`src/stb_pkg.sv`:
```
// ----------------------------------------------------------------------------
// stb_pkg: shared types and constants for the soft timer bank
// Command codes, transfer payload structs, the timer entry layout kept in
// the state memory, and the controller state encoding.
// ----------------------------------------------------------------------------
`default_nettype none

package stb_pkg;

    // Default number of timers in the bank
    localparam int TIMER_COUNT_DEF = 8;

    // Widths fixed by the command and result formats
    localparam int KIND_W   = 3;
    localparam int INDEX_W  = 3;
    localparam int TICKS_W  = 32;
    localparam int MASK_W   = 8;

    // Largest bank size supported, and a width that can hold it
    localparam int TIMER_COUNT_MAX = 64;
    localparam int COUNT_W         = 7;

    // Command codes
    typedef enum logic [KIND_W-1:0] {
        KIND_TICK    = 3'd0,
        KIND_START   = 3'd1,
        KIND_RESTART = 3'd2,
        KIND_RESET   = 3'd3,
        KIND_QUERY   = 3'd4
    } stb_kind_t;

    // Command transfer
    typedef struct packed {
        logic [KIND_W-1:0]  kind;
        logic [INDEX_W-1:0] timer_index;
        logic [TICKS_W-1:0] period;
    } stb_in_t;

    // Result transfer
    typedef struct packed {
        logic              ended;
        logic [MASK_W-1:0] expired_mask;
    } stb_out_t;

    // One timer as held in the state memory
    typedef struct packed {
        logic               running;
        logic               finished;
        logic [TICKS_W-1:0] period_ticks;
        logic [TICKS_W-1:0] elapsed_ticks;
    } stb_entry_t;

    // Controller states
    typedef enum logic [1:0] {
        ST_IDLE,
        ST_CMD,
        ST_TICK,
        ST_DONE
    } stb_state_t;

endpackage : stb_pkg

`default_nettype wire

```
`src/soft_timer_bank.sv`:
```
// ----------------------------------------------------------------------------
// soft_timer_bank: bank of one-shot tick timers
// Timer state sits in a single-port-read, single-port-write memory; each
// command reads, updates and writes back the entries it touches.
// ----------------------------------------------------------------------------
// Usage:
//   Commands enter on the s_ channel (s_valid/s_ready, payload s_data) and
//   each produces exactly one result on the m_ channel (m_valid/m_ready,
//   payload m_data). A tick advances every running timer and reports which
//   of timers 0 to MASK_W-1 are at or past their period in expired_mask;
//   start, restart, reset and query address one timer; query reports in ended.
//   A single-timer command reads its entry together with its transfer, then
//   modifies and writes the entry back, then loads the result register.
//   A tick walks the state memory one entry per cycle through its one read
//   port, then loads the result register. The next command is taken once
//   the result of the previous one has been moved into the output register,
//   so a tick holds off new commands until its walk is done.
//   A result waiting on m_ready does not block the next command; only a
//   second result waits in the controller until the output register frees.
//   Reset clears the controller and the per-entry valid flags;
//   an entry never written since reset reads as all zero, so no clearing
//   pass over the memory is needed.
// ----------------------------------------------------------------------------
`default_nettype none

module soft_timer_bank
    import stb_pkg::*;
#(
    parameter int TIMER_COUNT = TIMER_COUNT_DEF
) (
    input  wire logic    aclk,
    input  wire logic    aresetn,
    input  wire logic    s_valid,
    output logic         s_ready,
    input  wire stb_in_t s_data,
    output logic         m_valid,
    input  wire logic    m_ready,
    output stb_out_t     m_data
);

    localparam int IDX_W = (TIMER_COUNT > 1) ? $clog2(TIMER_COUNT) : 1;
    localparam int EXT_W = (IDX_W > 3) ? IDX_W : 3;
    localparam logic [IDX_W-1:0] LAST_IDX = IDX_W'(TIMER_COUNT - 1);

    // State memory and its valid flags
    stb_entry_t             mem [TIMER_COUNT];
    logic [TIMER_COUNT-1:0] valid_reg;
    stb_entry_t             rd_entry_reg;
    logic                   rd_valid_reg;

    logic [IDX_W-1:0] rd_addr;
    logic             mem_we;
    logic [IDX_W-1:0] wr_addr;
    stb_entry_t       wr_entry;

    // Controller registers
    stb_state_t       state_reg, state_next;
    logic [IDX_W-1:0] walk_reg, walk_next;
    stb_in_t          cmd_reg, cmd_next;
    logic             ok_reg, ok_next;
    logic [MASK_W-1:0] mask_reg, mask_next;
    logic             ended_reg, ended_next;
    logic             m_valid_reg, m_valid_next;
    stb_out_t         m_data_reg, m_data_next;

    logic in_ok;
    assign in_ok = (COUNT_W'(s_data.timer_index) < COUNT_W'(TIMER_COUNT));

    assign s_ready = (state_reg == ST_IDLE);
    assign m_valid = m_valid_reg;
    assign m_data  = m_data_reg;

    // Synchronous read and write of the state memory
    always_ff @(posedge aclk) begin
        rd_entry_reg <= mem[rd_addr];
        if (mem_we) begin
            mem[wr_addr] <= wr_entry;
        end
    end

    // Track which entries hold written data; read data follows its flag
    always_ff @(posedge aclk) begin
        if (!aresetn) begin
            valid_reg    <= '0;
            rd_valid_reg <= 1'b0;
        end else begin
            rd_valid_reg <= valid_reg[rd_addr];
            if (mem_we) begin
                valid_reg[wr_addr] <= 1'b1;
            end
        end
    end

    // Control registers
    always_ff @(posedge aclk) begin
        if (!aresetn) begin
            state_reg   <= ST_IDLE;
            m_valid_reg <= 1'b0;
        end else begin
            state_reg   <= state_next;
            m_valid_reg <= m_valid_next;
        end
    end

    // Payload registers
    always_ff @(posedge aclk) begin
        walk_reg   <= walk_next;
        cmd_reg    <= cmd_next;
        ok_reg     <= ok_next;
        mask_reg   <= mask_next;
        ended_reg  <= ended_next;
        m_data_reg <= m_data_next;
    end

    // Next state, memory access and result
    always_comb begin
        stb_entry_t        cur;
        logic [TICKS_W-1:0] el_new;
        logic [EXT_W-1:0]  walk_ext;

        state_next   = state_reg;
        walk_next    = walk_reg;
        cmd_next     = cmd_reg;
        ok_next      = ok_reg;
        mask_next    = mask_reg;
        ended_next   = ended_reg;
        m_valid_next = m_valid_reg;
        m_data_next  = m_data_reg;
        rd_addr      = walk_reg;
        mem_we       = 1'b0;
        wr_addr      = walk_reg;
        wr_entry     = '0;

        cur      = rd_valid_reg ? rd_entry_reg : '0;
        el_new   = (cur.elapsed_ticks == '1) ? cur.elapsed_ticks
                                              : cur.elapsed_ticks + TICKS_W'(1);
        walk_ext = EXT_W'(walk_reg);

        // Drop the output once it has been taken
        if (m_valid_reg && m_ready) begin
            m_valid_next = 1'b0;
        end

        unique case (state_reg)
            ST_IDLE: begin
                // Issue the first read together with the command transfer
                if (s_valid) begin
                    cmd_next   = s_data;
                    ok_next    = in_ok;
                    mask_next  = '0;
                    ended_next = 1'b0;
                    walk_next  = '0;
                    if (s_data.kind == KIND_TICK) begin
                        rd_addr    = '0;
                        state_next = ST_TICK;
                    end else begin
                        rd_addr    = in_ok ? IDX_W'(s_data.timer_index) : '0;
                        state_next = ST_CMD;
                    end
                end
            end

            ST_CMD: begin
                // Modify the addressed entry and write back any change (none if out of range)
                wr_addr    = IDX_W'(cmd_reg.timer_index);
                wr_entry   = cur;
                state_next = ST_DONE;
                if (ok_reg) begin
                    unique case (cmd_reg.kind)
                        KIND_START: begin
                            mem_we                 = 1'b1;
                            wr_entry.running       = 1'b1;
                            wr_entry.finished      = 1'b0;
                            wr_entry.period_ticks  = cmd_reg.period;
                            wr_entry.elapsed_ticks = '0;
                        end
                        KIND_RESTART: begin
                            mem_we                 = 1'b1;
                            wr_entry.running       = 1'b1;
                            wr_entry.finished      = 1'b0;
                            wr_entry.elapsed_ticks = '0;
                        end
                        KIND_RESET: begin
                            mem_we   = 1'b1;
                            wr_entry = '0;
                        end
                        KIND_QUERY: begin
                            if (cur.finished && cur.running) begin
                                mem_we           = 1'b1;
                                wr_entry.running = 1'b0;
                                ended_next       = 1'b1;
                            end
                        end
                        default: begin
                        end
                    endcase
                end
            end

            ST_TICK: begin
                // Advance the entry whose data arrives; read the next one
                wr_addr  = walk_reg;
                wr_entry = cur;
                if (cur.running) begin
                    mem_we                 = 1'b1;
                    wr_entry.elapsed_ticks = el_new;
                    if (el_new >= cur.period_ticks) begin
                        wr_entry.finished = 1'b1;
                        if (COUNT_W'(walk_reg) < COUNT_W'(MASK_W)) begin
                            mask_next[walk_ext[2:0]] = 1'b1;
                        end
                    end
                end
                if (walk_reg == LAST_IDX) begin
                    state_next = ST_DONE;
                end else begin
                    walk_next = walk_reg + IDX_W'(1);
                    rd_addr   = walk_reg + IDX_W'(1);
                end
            end

            ST_DONE: begin
                // Hold the result until the output register is free
                if (!m_valid_reg || m_ready) begin
                    m_valid_next             = 1'b1;
                    m_data_next.ended        = ended_reg;
                    m_data_next.expired_mask = mask_reg;
                    state_next               = ST_IDLE;
                end
            end

            default: begin
                state_next = ST_IDLE;
            end
        endcase
    end

    // A single-timer command goes straight to its read-modify-write step
    assert property (@(posedge aclk) disable iff (!aresetn)
        (s_valid && s_ready && s_data.kind != KIND_TICK) |=> (state_reg == ST_CMD))
        else $error("single-timer command did not enter the update step");

    // Memory writes only happen in the update steps
    assert property (@(posedge aclk) disable iff (!aresetn)
        mem_we |-> (state_reg == ST_CMD || state_reg == ST_TICK))
        else $error("state memory written outside an update step");

    // The tick walk stays inside the bank
    assert property (@(posedge aclk) disable iff (!aresetn)
        (state_reg == ST_TICK) |-> (COUNT_W'(walk_reg) < COUNT_W'(TIMER_COUNT)))
        else $error("tick walk beyond the last timer");

    // A result never carries both a query answer and an expiry mask
    assert property (@(posedge aclk) disable iff (!aresetn)
        m_valid |-> !(m_data.ended && (m_data.expired_mask != '0)))
        else $error("result mixes query answer and expiry mask");

    // A result is only loaded from the done state
    assert property (@(posedge aclk) disable iff (!aresetn)
        $rose(m_valid) |-> ($past(state_reg) == ST_DONE))
        else $error("result appeared outside the done state");

endmodule : soft_timer_bank

`default_nettype wire
```
`config.mk`:
```
export PLATFORM = sky130hd
export DESIGN_NAME = soft_timer_bank
export DESIGN_NICKNAME = d
export VERILOG_FILES = /design/src/stb_pkg.sv /design/src/soft_timer_bank.sv
export SDC_FILE = /design/constraint.sdc
export NUM_CORES = 1
export LEC_CHECK = 0
export BUFFER_PORTS_ARGS = -buffer_cell sky130_fd_sc_hd__buf_4
export CAP_MARGIN = 5
export CELL_PAD_IN_SITES_DETAIL_PLACEMENT = 0
export CELL_PAD_IN_SITES_GLOBAL_PLACEMENT = 1
export CORE_MARGIN = 4
export CORE_UTILIZATION = 46
export DETAILED_ROUTE_END_ITERATION = 16
export HOLD_SLACK_MARGIN = 0.15
export PLACE_DENSITY_LB_ADDON = 0.2
export SYNTH_ARGS = -nofsm -noshare
export SYNTH_HDL_FRONTEND = slang
export SYNTH_SLANG_ARGS = --single-unit
```
`constraint.sdc`:
```
create_clock -name aclk -period 5.91 [get_ports aclk]
set_input_delay 0.2955 -clock aclk [delete_from_list [all_inputs] [get_ports aclk]]
set_output_delay 0.2955 -clock aclk [all_outputs]
set_load 0.1 [all_outputs]
```
=== Word level (Yosys, flattened, before mapping) ===
Memory sizes are Yosys's and may differ from the RTL's. A register that Yosys moved wholly into a read port is not among the register bits.
Cells that the tools add are included.

* Register bits: 71
* RAM bits: 528
* Bits of input ports: 42
* Output and inout port bits: 11
* Word-level logic and storage cells: 103
* Memories: 1

{| class="wikitable"
|+ Memory list
! memory !! depth !! width !! read ports !! clocked after memory_dff !! write ports !! line !! source
|-
| mem || 8 || 66 || 1 || 1 || 1 || soft_timer_bank.sv:46 || <nowiki>stb_entry_t mem [TIMER_COUNT];</nowiki>
|}

* Add/subtract/negate cells: 2
* Magnitude comparators: 6
* Equal/unequal tests: 16
* Mux-type cells: 46
* Bitwise gates (word level): 2
* Reduce and logical (&&, ||, !) cells: 18

{| class="wikitable"
|+ Operators with widths
! kind !! count
|-
| $pmux 66 s2 || 1
|-
| $mux 32 || 3
|-
| $mux 66 || 1
|-
| $pmux 32 s2 || 1
|-
| $add 32x1->32 const B || 1
|-
| $eq 32x32->1 const B || 1
|-
| $ge 32x32->1 || 1
|-
| $mux 8 || 3
|-
| $mux 1 || 17
|-
| $or 8x8->8 || 2
|-
| $pmux 8 s2 || 1
|-
| $mux 3 || 5
|-
| $ne 2x2->1 const B || 7
|-
| $lt 3x4->1 const B || 3
|-
| $pmux 3 s2 || 2
|-
| $mux 2 || 4
|-
| $pmux 2 s4 || 1
|-
| $reduce_and 4->1 || 2
|-
| $demux 1 s3 || 2
|-
| $eq 3x2->1 const B || 2
|-
| $eq 3x3->1 const B || 2
|-
| $ge 3x1->1 const B || 2
|-
| $pmux 1 s2 || 3
|-
| $reduce_and 2->1 || 3
|-
| 15 further kinds || 20
|}

=== Longest topological paths before layout ===
* Depth after elaboration: 8
* Mapped depth: 22
* Mapped depth without buffers: 16

=== Worst setup path after synthesis ===
No wires, ideal clock.

* Kind: register -> register
* Start: register rd_valid_reg
* End: register mask_reg[0] (enable)
* Library setup time: 0.388 ns
* Arrival: 4.564 ns
* Required time: 5.522 ns
* Slack: 0.958 ns
* Cell stages (with the launch flop): 21
* Cell sequence: dfxtp_1 > buf_4 > buf_4 > clkbuf_1 > clkbuf_1 > clkbuf_1 > and2_1 > ha_1 > nand4_1 > nor2_1 > and4_1 > or3_1 > nor2_1 > xnor2_1 > ha_1 > nand4_1 > nor4_1 > nand2_1 > o211ai_1 > nor2_1 > a221oi_1

* Cells in the longest elaborated chain, start to end: 6

{| class="wikitable"
|+ Ends and longest elaborated chain
! what !! line !! source
|-
| start, declared || soft_timer_bank.sv:49 || <nowiki>logic rd_valid_reg;</nowiki>
|-
| start signal, assigned || soft_timer_bank.sv:87 || <nowiki>rd_valid_reg <= valid_reg[rd_addr];</nowiki>
|-
| $mux 66 (*) || soft_timer_bank.sv:134 || <nowiki>cur = rd_valid_reg ? rd_entry_reg : '0;</nowiki>
|-
| $add 32x1->32 or $eq 32x32->1 (tied branches) || soft_timer_bank.sv:136, soft_timer_bank.sv:135 ||
|-
| $mux 32 || soft_timer_bank.sv:135 || <nowiki>el_new = (cur.elapsed_ticks == '1) ? cur.elapsed_ticks</nowiki>
|-
| $ge 32x32->1 || soft_timer_bank.sv:207 || <nowiki>if (el_new >= cur.period_ticks) begin</nowiki>
|-
| $ne 2x2->1 (no line) || -- ||
|-
| $reduce_and 4->1 (no line) (*) || -- ||
|-
| end signal, assigned || soft_timer_bank.sv:110 || <nowiki>mask_reg <= mask_next;</nowiki>
|-
| end, declared || soft_timer_bank.sv:61 || <nowiki>logic [MASK_W-1:0] mask_reg, mask_next;</nowiki>
|}

Every way passes the cells marked *; elsewhere a longest branch is shown, timed or not.
A chain may end at the register's enable or synchronous reset.

=== Worst setup path in the final report ===
* Start: register rd_valid_reg
* End: register mask_reg[3] (enable)

The elaborated chain is that of the path after synthesis.

==> results.md <==
Pwr:
- Power spread over the standard cell area amounts to 479 nW/um^2.
- VDD sags by at most 0.380 mV.
- In this run the static leakage power is 0.0111 uW.

STA:
- Derived from the worst setup path, the maximum achievable clock frequency is 201 MHz.
- The clock skew after layout is 0.0236 ns.
- The number of max-slew violations in the final report is 0.
- Setup violations remaining at the end of the flow were counted as 0.
- The actual slew at the worst max-slew pin is 1.27 ns.
- The number of endpoints with negative hold slack in the final report came to 0.
- The worst path uses 84.0% of the clock period.
- The total negative slack is 0 ns.
- The clock period minus worst slack is 4.96 ns.
- Setup repair after global routing left no endpoint under its margin.
- The remaining max-slew budget at the tightest pin is 14.8%.

GRT:
- The maximum number of pins on one net before global-route repair is 121.
- The number of antenna violations at the first check in global routing is 1.
- After global routing the overflow that remains totals 0.
- The combined global-route utilization of all metal layers is 22.0%.
- The number of global-route vias before repair is 18000.
- The first global-routing pass estimated 109000 microns of wire.

Logic synthesis:
- Synthesis instantiated 74 different standard cells from the library.
- Among all flip-flop cells after synthesis, the most frequent one is sky130_fd_sc_hd__edfxtp_1.
- The synthesized design contains 587 enable-type register cells.
- Of all cell types, the one taking the most synthesized area is sky130_fd_sc_hd__edfxtp_1.
- The proportion of synthesized area in mux cells is 0.259%.
- After synthesis, the share of flip-flops with an asynchronous set or reset is 0%.
- The area fraction in compound gates after synthesis is 5.76%.
- The synthesized design devotes to its leading area cell type 62.9% of total area.
- Yosys printed 0 warnings.
- The synthesized area divided by synthesized cell count is 11.5 sq um.
- By area the synthesized netlist is led by sky130_fd_sc_hd__edfxtp_1 63%, sky130_fd_sc_hd__nand2_1 9.6%, sky130_fd_sc_hd__nand3_1 6.4%.
- The adder-cell share of the synthesized area is 1.74%.
- The cell count after synthesis is 2437.
- The sequential element share of the synthesized area is 68.5%.
- The post-synthesis instance area is 28000 sq um.
- The number of nets in the synthesized netlist is 2518.
- Of the total synthesized cell area, the portion taken by AND, OR, NAND and NOR gates is 20.4%.
- After synthesis, the largest family of logic cells by area is simple AND/OR/NAND/NOR gates.
- The synthesized design contains 665 register bits.
- The share of the synthesized netlist area taken by xor and xnor gates is 0.875%.

Cells and area:
- The multi-input logic area is 8260 sq um.
- The area of all placed cells without fillers is 32000 sq um.
- After filler insertion, the fill cell instance count of the layout stands at 5142.
- The register area is 19200 sq um.
- The repair_antennas step left the layout with diodes totalling 0.
- The layout net count is 2579.
- Once layout is complete, the utilization of the core stands at 53.0%.
- The fraction of layout instances using a drive strength above 1 is 8.81%.
- The layout overhead on the synthesized area is 14.1%.
- The number of flip-flops in the largest register is 528.

Detailed routing:
- The post-route DRC violation count is 0.
- The post-detailed-route count of antenna-violating nets is 0.
- In the final routed layout, each cell accounts on average for 21.5 microns.
- The via density per instance is 5.62.
- The final route contains 18800 vias.
- The pre-antenna-repair detailed-routing pass consisted of 5 iterations.
- The post-detailed-routing wire length is 71600 microns.
- After the first detailed-routing iteration, the DRC count stood at 1645.

Floorplanning:
- The cell row count is 90.
- The die covers 64900 sq um.
- The width of the die is 255 microns.
- In this run the count of I/O pins placed on the die edge is 53.
- After floorplanning, the core was sized to cover 60400 sq um.
- For this configuration, the core starts out at a cell density of 46.4%.
- The floorplan die height is 255 microns.

Clock tree:
- TritonCTS built the clock tree.
- The number of buffers between clock root and the deepest sink is 3.
- Clock-pin slew was measured on the worst setup and hold paths at 0.06 ns.
- The number of buffers created by CTS is 71.
- The worst-skew pair later-pin latency is 0.62 ns.
- The clock sink count is 665.
- The clock root buffer master is sky130_fd_sc_hd__clkbuf_16.
- Buffers added to address setup during post-CTS repair amount to 0.
- In this run the number of H-tree levels came out at 3.

Setup path:
- The critical path's top delay family is simple AND/OR/NAND/NOR gates.
- The critical path goes through nand2_1 -> inv_1 -> ha_1 -> nand4_1 -> nor2_1 -> and4_1 -> or3_1 -> nor2_1 -> xnor2_1 -> ha_1 -> nand4_1 -> nor4_1 -> buf_4 -> nand2_1 -> o211ai_1 -> nor2_1 -> a221oi_1 -> buf_4.
- The startpoint type of the worst setup path is a flip-flop.
- The most numerous cell type found on the critical path is sky130_fd_sc_hd__nor2_1.
- The critical-path maximum fanout is 68.
- The delay of the slowest cell on the worst path is 0.84 ns.
- The kind of critical path is flip-flop to flip-flop.
- The critical path depth in cells is 18.
- The number of cells traversed by the worst register-to-register path is 18.
- At the worst endpoint, the arrival time is 5.29 ns.
- The required time of the critical path is 6.23 ns.
- STA classifies the critical path endpoint as a flip-flop.
- The buffer and inverter count on the worst path is 3.
- For this design, the slowest cell found on the critical path is sky130_fd_sc_hd__dfxtp_4.

Min path:
- The worst hold-check path type is input pin to flip-flop.
- The count of cells along the worst hold path is 2.

Status:
- The flow ran to the end, and the final reports show no timing, DRC or antenna violations.

Place:
- Routability-driven placement finished with a final weighted congestion of 0.834.
- Detailed placement ended at an HPWL of 39500 microns.
- The placed instances occupy a cell area of 29300 sq um.
- The number of I/O port buffers is 52.

Flow run:
- The number of max-capacitance violations reported is 0.
==> layout make-up <==
type / count / area share, %
Clock inverter: 30 / 0.967
Timing Repair Buffer: 139 / 3.90
Multi-Input combinational cell: 1603 / 25.8
Inverter: 18 / 0.211
Tap cell: 782 / 3.06
Sequential cell: 665 / 60.0
Clock buffer: 99 / 6.01
==> stage by stage <==
stage	hold slack (ns)	setup slack, ns	power (uW)	cells
6_report	0.386	0.947	15300	3336
5_1_grt	0.361	0.638	16300	3336
4_1_cts	0.349	0.931	15500	3336
3_5_place_dp	0.429	0.949	11200	3166
3_3_place_gp	0.408	0.962	11100	3166
2_1_floorplan	0.394	0.958	9560	2437
==> synth_stat cells (all sizes together) (6+ instances only) <==
master  count
or4         6
and2       13
and3       15
o21a       16
nor2       70
xor2       13
nand3     361
or3         6
nand2     715
buf        45
edfxtp    587
o211ai      7
nor3       16
a31oi      10
dfxtp      78
ha         39
nor2b      37
inv        18
xnor2      15
a21boi      9
nand4      28
o21ai      96
a21oi      31
a221oi      6
clkbuf    106
a32oi      31
==> where the power goes <==
group | switching, uW | leakage (uW) | internal, uW
Clock | 1790 | 0.00108 | 2470
Sequential | 363 | 0.00524 | 5590
Combinational | 3550 | 0.00477 | 1570
Total | 5700 | 0.0111 | 9630
==> repair_timing <==
action | CTS | global route
hold endpoints to repair | 51 | 0
hold buffers | 41 | 0
setup endpoints to repair | 0 | 0
gates resized for setup | 0 | 0
==> metal layers <==
metal,up-vias,routed length (microns),GRT usage (%),share of wire (%)
met1,9258,32500,31.4,45
met2,511,34200,36.0,48
met5,-,0,0,0
li1,8902,-,-,-
met4,0,1310,5.27,1.8
met3,89,3550,3.24,4.9
==> placed cells by master (no fill, tap or decap), types with 10 or more instances in the layout <==
cell	synthesis	layout
sky130_fd_sc_hd__and2_1	13	13
sky130_fd_sc_hd__nor2_1	69	61
sky130_fd_sc_hd__edfxtp_1	587	587
sky130_fd_sc_hd__clkbuf_16	0	72
sky130_fd_sc_hd__nor3_1	15	14
sky130_fd_sc_hd__nor2b_1	37	37
sky130_fd_sc_hd__xnor2_1	15	15
sky130_fd_sc_hd__a32oi_1	31	31
sky130_fd_sc_hd__a21oi_1	31	31
sky130_fd_sc_hd__nand4_1	26	26
sky130_fd_sc_hd__o21ai_1	16	16
sky130_fd_sc_hd__o21ai_0	80	80
sky130_fd_sc_hd__a31oi_1	10	10
sky130_fd_sc_hd__clkinv_1	0	11
sky130_fd_sc_hd__o21a_1	16	16
sky130_fd_sc_hd__buf_4	2	90
sky130_fd_sc_hd__nand3_1	360	359
sky130_fd_sc_hd__dfxtp_1	78	77
sky130_fd_sc_hd__dlygate4sd3_1	0	41
sky130_fd_sc_hd__inv_1	18	17
sky130_fd_sc_hd__nand2_1	714	714
sky130_fd_sc_hd__ha_1	39	39
sky130_fd_sc_hd__and3_1	15	14
sky130_fd_sc_hd__clkbuf_1	106	25
sky130_fd_sc_hd__xor2_1	13	13
==> path summary, 6_finish.rpt <==
check	from	end	slack (ns)
setup / recovery	rd_valid_reg	mask_reg[3]	0.95
hold / removal	s_data[30]	cmd_reg[30]	0.39
setup reg to reg	rd_valid_reg	mask_reg[3]	0.95
hold reg to reg	ended_reg	m_data[8]	0.43
==> cell families after synthesis <==
family / Yosys count
and+or+nand+nor: 1285
DFF: 665
AOI/OAI and AO/OA: 244
buffers and inverters: 169
adders and majority gates: 39
xor gates and xnor gates: 28
muxes: 7
No activity file was read; power rests on OpenSTA's default activity.
